--- src/hw/rtl/meq_pkg.sv ---
package meq_pkg;

  localparam int QUEUE_SLOTS_DEF = 32;

  localparam logic [1:0] CMD_GET        = 2'd0;
  localparam logic [1:0] CMD_PUT        = 2'd1;
  localparam logic [1:0] CMD_PUT_UNIQUE = 2'd2;

  typedef struct packed {
    logic [1:0]         cmd;
    logic [7:0]         class_mask;
    logic [7:0]         event_class;
    logic [7:0]         event_code;
    logic signed [15:0] event_data;
  } in_beat_t;

  typedef struct packed {
    logic               found;
    logic [7:0]         got_class;
    logic [7:0]         got_code;
    logic signed [15:0] got_data;
    logic               lost;
  } out_beat_t;

  typedef struct packed {
    logic [7:0]         ev_class;
    logic [7:0]         ev_code;
    logic signed [15:0] ev_data;
  } slot_t;

  typedef enum logic [2:0] {
    ST_IDLE,
    ST_WALK,
    ST_UNLINK,
    ST_FREE,
    ST_PUT_RD,
    ST_PUT_WR,
    ST_RESP
  } state_t;

endpackage

--- src/hw/rtl/masked_event_queue.sv ---
// Event queue of up to QUEUE_SLOTS-1 events kept as a linked list in a slot
// memory, with a free list and one empty tail slot. A put passes the put read,
// put write and response states before its result beat. A get or put unique
// walks the list from the oldest event at one queued event per cycle (one read
// of the slot and link memories per step); a get that removes the oldest event
// then passes the free state, one that removes a later event the unlink and
// free states, and a put unique that finds no match the put read and put write
// states. One item is processed at a time; the result sits in an output
// register, so a new item is accepted while the previous result beat is still
// stalled. A put into a full queue drops the oldest event and flags lost.
module masked_event_queue #(
  parameter int QUEUE_SLOTS = meq_pkg::QUEUE_SLOTS_DEF
) (
  input  logic               clk,
  input  logic               rst_n,
  input  logic               in_valid,
  output logic               in_stall,
  input  meq_pkg::in_beat_t  in_data,
  output logic               out_valid,
  input  logic               out_stall,
  output meq_pkg::out_beat_t out_data
);
  import meq_pkg::*;

  localparam int IW = $clog2(QUEUE_SLOTS);
  localparam logic [IW-1:0] LAST_IDX = IW'(QUEUE_SLOTS - 1);
  localparam logic [IW:0]   MAX_STEPS = (IW+1)'(QUEUE_SLOTS);

  slot_t         ev_mem [QUEUE_SLOTS];
  logic [IW-1:0] lk_mem [QUEUE_SLOTS];
  logic [QUEUE_SLOTS-1:0] lk_vld_r;

  slot_t         ev_rd_r;
  logic [IW-1:0] lk_rd_r;
  logic [IW-1:0] rd_addr;
  logic          ev_we;
  logic [IW-1:0] ev_wa;
  slot_t         ev_wd;
  logic          lk_we;
  logic [IW-1:0] lk_wa;
  logic [IW-1:0] lk_wd;

  state_t        state_r, state_nxt;
  logic [IW-1:0] head_r, head_nxt;
  logic [IW-1:0] dummy_r, dummy_nxt;
  logic [IW-1:0] fhead_r, fhead_nxt;
  logic [IW-1:0] fcnt_r, fcnt_nxt;
  logic [IW-1:0] cur_r, cur_nxt;
  logic [IW-1:0] prev_r, prev_nxt;
  logic [IW-1:0] link_r, link_nxt;
  logic [IW:0]   steps_r, steps_nxt;
  in_beat_t      item_r, item_nxt;
  out_beat_t     res_r, res_nxt;
  logic          out_valid_r, out_valid_nxt;
  out_beat_t     out_data_r, out_data_nxt;

  logic accept;
  logic is_get;
  logic hit;
  logic walk_end;
  logic out_load;

  assign in_stall  = (state_r != ST_IDLE);
  assign accept    = in_valid && !in_stall;
  assign out_valid = out_valid_r;
  assign out_data  = out_data_r;

  assign is_get   = (item_r.cmd == CMD_GET);
  assign hit      = is_get ? ((ev_rd_r.ev_class & item_r.class_mask) != 8'd0)
                           : (ev_rd_r.ev_class == item_r.event_class &&
                              ev_rd_r.ev_code  == item_r.event_code  &&
                              ev_rd_r.ev_data  == item_r.event_data);
  assign walk_end = (lk_rd_r == dummy_r) || (steps_r == MAX_STEPS);
  assign out_load = (state_r == ST_RESP) && (!out_valid_r || !out_stall);

  always_ff @(posedge clk) begin
    if (ev_we) ev_mem[ev_wa] <= ev_wd;
    ev_rd_r <= ev_mem[rd_addr];
  end

  always_ff @(posedge clk) begin
    if (lk_we) lk_mem[lk_wa] <= lk_wd;
    if (lk_vld_r[rd_addr]) begin
      lk_rd_r <= lk_mem[rd_addr];
    end else begin
      lk_rd_r <= (rd_addr == LAST_IDX) ? '0 : rd_addr + 1'b1;
    end
  end

  always_ff @(posedge clk) begin
    if (!rst_n) begin
      lk_vld_r <= '0;
    end else if (lk_we) begin
      lk_vld_r[lk_wa] <= 1'b1;
    end
  end

  always_comb begin
    state_nxt = state_r;
    unique case (state_r)
      ST_IDLE: begin
        if (accept) begin
          if (in_data.cmd == CMD_GET) begin
            state_nxt = (head_r != dummy_r) ? ST_WALK : ST_RESP;
          end else if (in_data.cmd == CMD_PUT_UNIQUE) begin
            state_nxt = (head_r != dummy_r) ? ST_WALK : ST_PUT_RD;
          end else if (in_data.cmd == CMD_PUT) begin
            state_nxt = ST_PUT_RD;
          end else begin
            state_nxt = ST_RESP;
          end
        end
      end
      ST_WALK: begin
        if (hit) begin
          if (is_get) state_nxt = (cur_r == head_r) ? ST_FREE : ST_UNLINK;
          else        state_nxt = ST_RESP;
        end else if (walk_end) begin
          state_nxt = is_get ? ST_RESP : ST_PUT_RD;
        end
      end
      ST_UNLINK: state_nxt = ST_FREE;
      ST_FREE:   state_nxt = ST_RESP;
      ST_PUT_RD: state_nxt = ST_PUT_WR;
      ST_PUT_WR: state_nxt = ST_RESP;
      ST_RESP:   if (out_load) state_nxt = ST_IDLE;
      default:   state_nxt = ST_IDLE;
    endcase
  end

  always_comb begin
    rd_addr       = cur_r;
    ev_we         = 1'b0;
    ev_wa         = dummy_r;
    ev_wd         = '{ev_class: item_r.event_class, ev_code: item_r.event_code,
                      ev_data: item_r.event_data};
    lk_we         = 1'b0;
    lk_wa         = cur_r;
    lk_wd         = fhead_r;
    head_nxt      = head_r;
    dummy_nxt     = dummy_r;
    fhead_nxt     = fhead_r;
    fcnt_nxt      = fcnt_r;
    cur_nxt       = cur_r;
    prev_nxt      = prev_r;
    link_nxt      = link_r;
    steps_nxt     = steps_r;
    item_nxt      = item_r;
    res_nxt       = res_r;
    out_valid_nxt = out_valid_r && out_stall;
    out_data_nxt  = out_data_r;
    unique case (state_r)
      ST_IDLE: begin
        if (accept) begin
          item_nxt  = in_data;
          res_nxt   = '0;
          rd_addr   = head_r;
          cur_nxt   = head_r;
          prev_nxt  = head_r;
          steps_nxt = (IW+1)'(1);
        end
      end
      ST_WALK: begin
        if (hit) begin
          if (is_get) begin
            res_nxt.found     = 1'b1;
            res_nxt.got_class = ev_rd_r.ev_class;
            res_nxt.got_code  = ev_rd_r.ev_code;
            res_nxt.got_data  = ev_rd_r.ev_data;
            link_nxt          = lk_rd_r;
            if (cur_r == head_r) head_nxt = lk_rd_r;
          end
        end else if (!walk_end) begin
          rd_addr   = lk_rd_r;
          cur_nxt   = lk_rd_r;
          prev_nxt  = cur_r;
          steps_nxt = steps_r + 1'b1;
        end
      end
      ST_UNLINK: begin
        lk_we = 1'b1;
        lk_wa = prev_r;
        lk_wd = link_r;
      end
      ST_FREE: begin
        lk_we     = 1'b1;
        lk_wa     = cur_r;
        lk_wd     = fhead_r;
        fhead_nxt = cur_r;
        if (fcnt_r != LAST_IDX) fcnt_nxt = fcnt_r + 1'b1;
      end
      ST_PUT_RD: begin
        rd_addr = (fcnt_r != '0) ? fhead_r : head_r;
      end
      ST_PUT_WR: begin
        ev_we = 1'b1;
        lk_we = 1'b1;
        lk_wa = dummy_r;
        if (fcnt_r != '0) begin
          lk_wd     = fhead_r;
          dummy_nxt = fhead_r;
          fhead_nxt = lk_rd_r;
          fcnt_nxt  = fcnt_r - 1'b1;
        end else begin
          lk_wd       = head_r;
          dummy_nxt   = head_r;
          head_nxt    = lk_rd_r;
          res_nxt.lost = 1'b1;
        end
      end
      ST_RESP: begin
        if (out_load) begin
          out_valid_nxt = 1'b1;
          out_data_nxt  = res_r;
        end
      end
      default: ;
    endcase
  end

  always_ff @(posedge clk) begin
    if (!rst_n) begin
      state_r     <= ST_IDLE;
      head_r      <= '0;
      dummy_r     <= '0;
      fhead_r     <= (LAST_IDX == '0) ? '0 : IW'(1);
      fcnt_r      <= LAST_IDX;
      out_valid_r <= 1'b0;
    end else begin
      state_r     <= state_nxt;
      head_r      <= head_nxt;
      dummy_r     <= dummy_nxt;
      fhead_r     <= fhead_nxt;
      fcnt_r      <= fcnt_nxt;
      out_valid_r <= out_valid_nxt;
    end
  end

  always_ff @(posedge clk) begin
    cur_r      <= cur_nxt;
    prev_r     <= prev_nxt;
    link_r     <= link_nxt;
    steps_r    <= steps_nxt;
    item_r     <= item_nxt;
    res_r      <= res_nxt;
    out_data_r <= out_data_nxt;
  end

  a_empty_full_count: assert property (@(posedge clk) disable iff (!rst_n)
    (state_r == ST_IDLE) |-> ((head_r == dummy_r) == (fcnt_r == LAST_IDX)))
    else $error("queue empty flag disagrees with free count");

  a_load_from_resp: assert property (@(posedge clk) disable iff (!rst_n)
    $rose(out_valid_r) |-> $past(state_r == ST_RESP))
    else $error("result beat loaded outside response state");

  a_walk_bound: assert property (@(posedge clk) disable iff (!rst_n)
    (state_r == ST_WALK) |-> (steps_r <= MAX_STEPS && steps_r != '0))
    else $error("list walk out of bounds");

  a_walk_not_tail: assert property (@(posedge clk) disable iff (!rst_n)
    (state_r == ST_WALK) |-> (cur_r != dummy_r))
    else $error("list walk visited the tail slot");

endmodule
--- config.mk ---
export PLATFORM = sky130hd
export DESIGN_NAME = masked_event_queue
export DESIGN_NICKNAME = d
export VERILOG_FILES = /design/src/hw/rtl/meq_pkg.sv /design/src/hw/rtl/masked_event_queue.sv
export SDC_FILE = /design/constraint.sdc
export NUM_CORES = 2
export LEC_CHECK = 0
export ABC_AREA = 1
export BUFFER_PORTS_ARGS = -buffer_cell sky130_fd_sc_hd__buf_4
export CORE_UTILIZATION = 25
export DETAILED_ROUTE_END_ITERATION = 10
export PLACE_DENSITY = 0.47
export SETUP_SLACK_MARGIN = 0.3
export SLEW_MARGIN = 20
export SYNTH_ARGS = -nofsm -noshare
export SYNTH_HDL_FRONTEND = slang
export SYNTH_SLANG_ARGS = --single-unit
export TNS_END_PERCENT = 100
--- constraint.sdc ---
create_clock -name clk -period 6.4 [get_ports clk]
set_input_delay 0.32 -clock clk [delete_from_list [all_inputs] [get_ports clk]]
set_output_delay 0.32 -clock clk [all_outputs]
set_load 0.005 [all_outputs]
==> impl_results.md <==
* Crit path capture type: flip-flop
* Clock tree sinks at 1408
* Die footprint at 229000 sq um
* H-tree level count at 4
* Fin nets at 5050
* Vias in the first global route at 35400
* Placed cell count at 7784
* Share of post-route cells with drive strength above 1 at 0.0966
* Via count at 37900
* Post_cts resized at 0
* Sequential fraction of the synthesis area at 0.728
* Main synth FF type: edfxtp_1
* Worst slew pin tran at 1.21 ns
* Synth-to-layout area growth at 17.2%
* DRC viols at 0
* Largest cells by area after synthesis: edfxtp_1 (70%), nand3_1 (10%), nand2_1 (9.4%)
* Worst Setup Start Kind: flip-flop
* Slew Limit Fails at 0
* GRT overflow at 0
* Synthesized cell area at 56800 sq um
* Final setup fails at 0
* Final worst clock skew at 0.0236 ns
* # Max-Cap Violations at 0
* Post-CTS Setup Bufs at 0
* Syn Nets at 4913
* Worst-path clk slew at 0.06 ns
* TritonCTS Buffers at 155
* CP Data Required Time at 7.07 ns
* YS warnings at 0
* Fmax at 192 MHz
* Post-synth top cells: nand2_1 (1430), edfxtp_1 (1315), nand3_1 (1167), nor2_1 (229), buf_2 (205)
* Initial Util at 0.252
* Minimum clock period at 5.20 ns
* Pin count of the biggest net entering global routing at 184
* Cells after synthesis at 4857
* 1st-iter DRT viols at 4194
* Vias per inst at 4.67
* Maximum clock path buffer count at 3
* Run status: finished, final reports clean
* Hold Path Class: in -> reg
* Slew headroom at 0.192
* Global-route wire length before repair at 262 mm
* Yosys reg bits at 1408
* Core ar. at 225000 sq um
* Die width at 479 um
* Sum of negative setup slack at 0 ns
* Netlist cell types at 45
* Final Cycle Share at 0.813
* Detail Route Antenna Nets at 0
* Global Route Usage Sum at 0.156
* Final Non-Filler Cells at 8119
* Initial DRT Pass Iterations at 8
* Die H at 479 um
* Wirelength per Cell at 22.4 um
* WS Path Type: reg -> reg
* Synth top area share at 0.695
* I/O pin total at 82
* Unrepaired setup endpoints after global routing: false
* Fill cells at 22900
* Clk_lat worst skew at 0.80 ns
* Post-Route WL at 182 mm
* Number of flops mapped to enable cells by yosys at 1315
* Async set-or-reset flop fraction in the synthesized netlist at 0
* Detailed Place HPWL at 99.8 mm
* Cell with the most instances after synthesis: nand2_1
* CTS tree: done
* Initial antenna violation count at 5
* CTS root buffer: clkbuf_16
* GP Congestion at 0.843
* Final hold vios at 0
* Std cell rows at 174
* Syn Area/Cell at 11.7 sq um
* Area leader, netlist: edfxtp_1
* Crit path DAT at 5.88 ns
* Crit Path Max Fanout at 177
* Port-buffer cells at 81
metal layers:
| metal | GRT usage | up-vias | part of all wire |
|---|---|---|---|
| li1 | - | 17300 | - |
| met1 | 0.227 | 19100 | 0.47 |
| met2 | 0.241 | 1253 | 0.45 |
| met3 | 0.0244 | 218 | 0.065 |
| met4 | 0.0367 | 0 | 0.018 |
| met5 | 0 | - | 0 |
final timing paths:
kind	slack [ns]	end	cells past startpoint	start
hold reg to reg	0.42	out_data[20]$_DFFE_PP_	0	res_r[20]$_SDFFCE_PN0P_
setup / recovery	1.20	lk_rd_r[0]$_DFF_P_	19	ev_wd[21]$_DFFE_PP_
setup reg to reg	1.20	lk_rd_r[0]$_DFF_P_	19	ev_wd[21]$_DFFE_PP_
hold / removal	0.08	state_r[2]$_SDFFE_PN0P_	7	in_valid
flip-flops by register name, summed over array words and instances (netlist names), 6 cells and up:
register and count:
ev_mem 1024, lk_mem 160, out_data 34, res_r 34
ev_rd_r 32, ev_wd 32, lk_vld_r 32, item_r 10
steps_r 6
cell families after synthesis:
kind of cell / Yosys count / synth area share
flip-flops: 1408 / 0.728
AO/OA/AOI/OAI: 103 / 0.0104
AND/OR/NAND/NOR: 2870 / 0.218
adder cells (fa/ha/maj): 10 / 0.00234
buffers and inverters: 441 / 0.0376
XOR/XNOR: 25 / 0.00385
stage by stage:
step                utilization  area [sq um]  setup slack [ns]  hold WS [ns]
floorplan                     -         56800              2.88         0.400
global placement          0.272         61200              1.16         0.406
detailed placement        0.272         61200              1.28         0.406
CTS                       0.295         66600              1.26        0.0242
global route              0.296         66600             0.988        0.0998
finish                    0.296         66600              1.20        0.0798
cells in the final DEF, fill, tap and decap left out, types with 16 or more instances in the layout:
| cell | instances |
|---|---|
| a21oi_1 | 24 |
| buf_12 | 21 |
| buf_4 | 190 |
| clkbuf_1 | 50 |
| clkbuf_16 | 158 |
| clkbuf_8 | 18 |
| clkinv_1 | 26 |
| clkinv_2 | 16 |
| dfxtp_1 | 93 |
| dlygate4sd3_1 | 44 |
| edfxtp_1 | 1315 |
| inv_1 | 151 |
| nand2_1 | 1429 |
| nand3_1 | 1164 |
| nor2_1 | 195 |
| nor2_4 | 35 |
| o21ai_0 | 42 |
| xor2_1 | 16 |
layout make-up:
type	instances	area [sq um]	area share
clock inverter	61	517	0.00776
timing repair buffer	256	2310	0.0348
sequential	1408	41300	0.621
antenna	3	7.51	0.000113
clock buffer	226	4390	0.0659
inverter	165	619	0.00930
multi-input combinational	3008	13700	0.205
tap	2992	3740	0.0562
critical path, cell delays in order (launching register included):
cell      delay [ns]
edfxtp_1        0.77
nor2_1          0.12
nor3_1          0.55
nand2_1         0.21
nor2_1          0.33
nand3_1         0.40
nand3_2         0.21
nand2_4         0.10
nand3_4         0.07
buf_4           0.55
buf_12          0.73
nand2_1         0.10
nand3_1         0.12
nand3_1         0.12
nand3_1         0.11
nand3_1         0.10
nand2_2         0.16
inv_2           0.08
nand2_1         0.07
nand2_1         0.06
repair_timing:
action	in CTS	in global routing
hold buffers	44	0
endpoints found under the hold margin	59	0
endpoints found under the setup margin	0	0
Power is not shown: default switching activity piles up to over one toggle a cycle in this logic, so the estimate is an artifact.
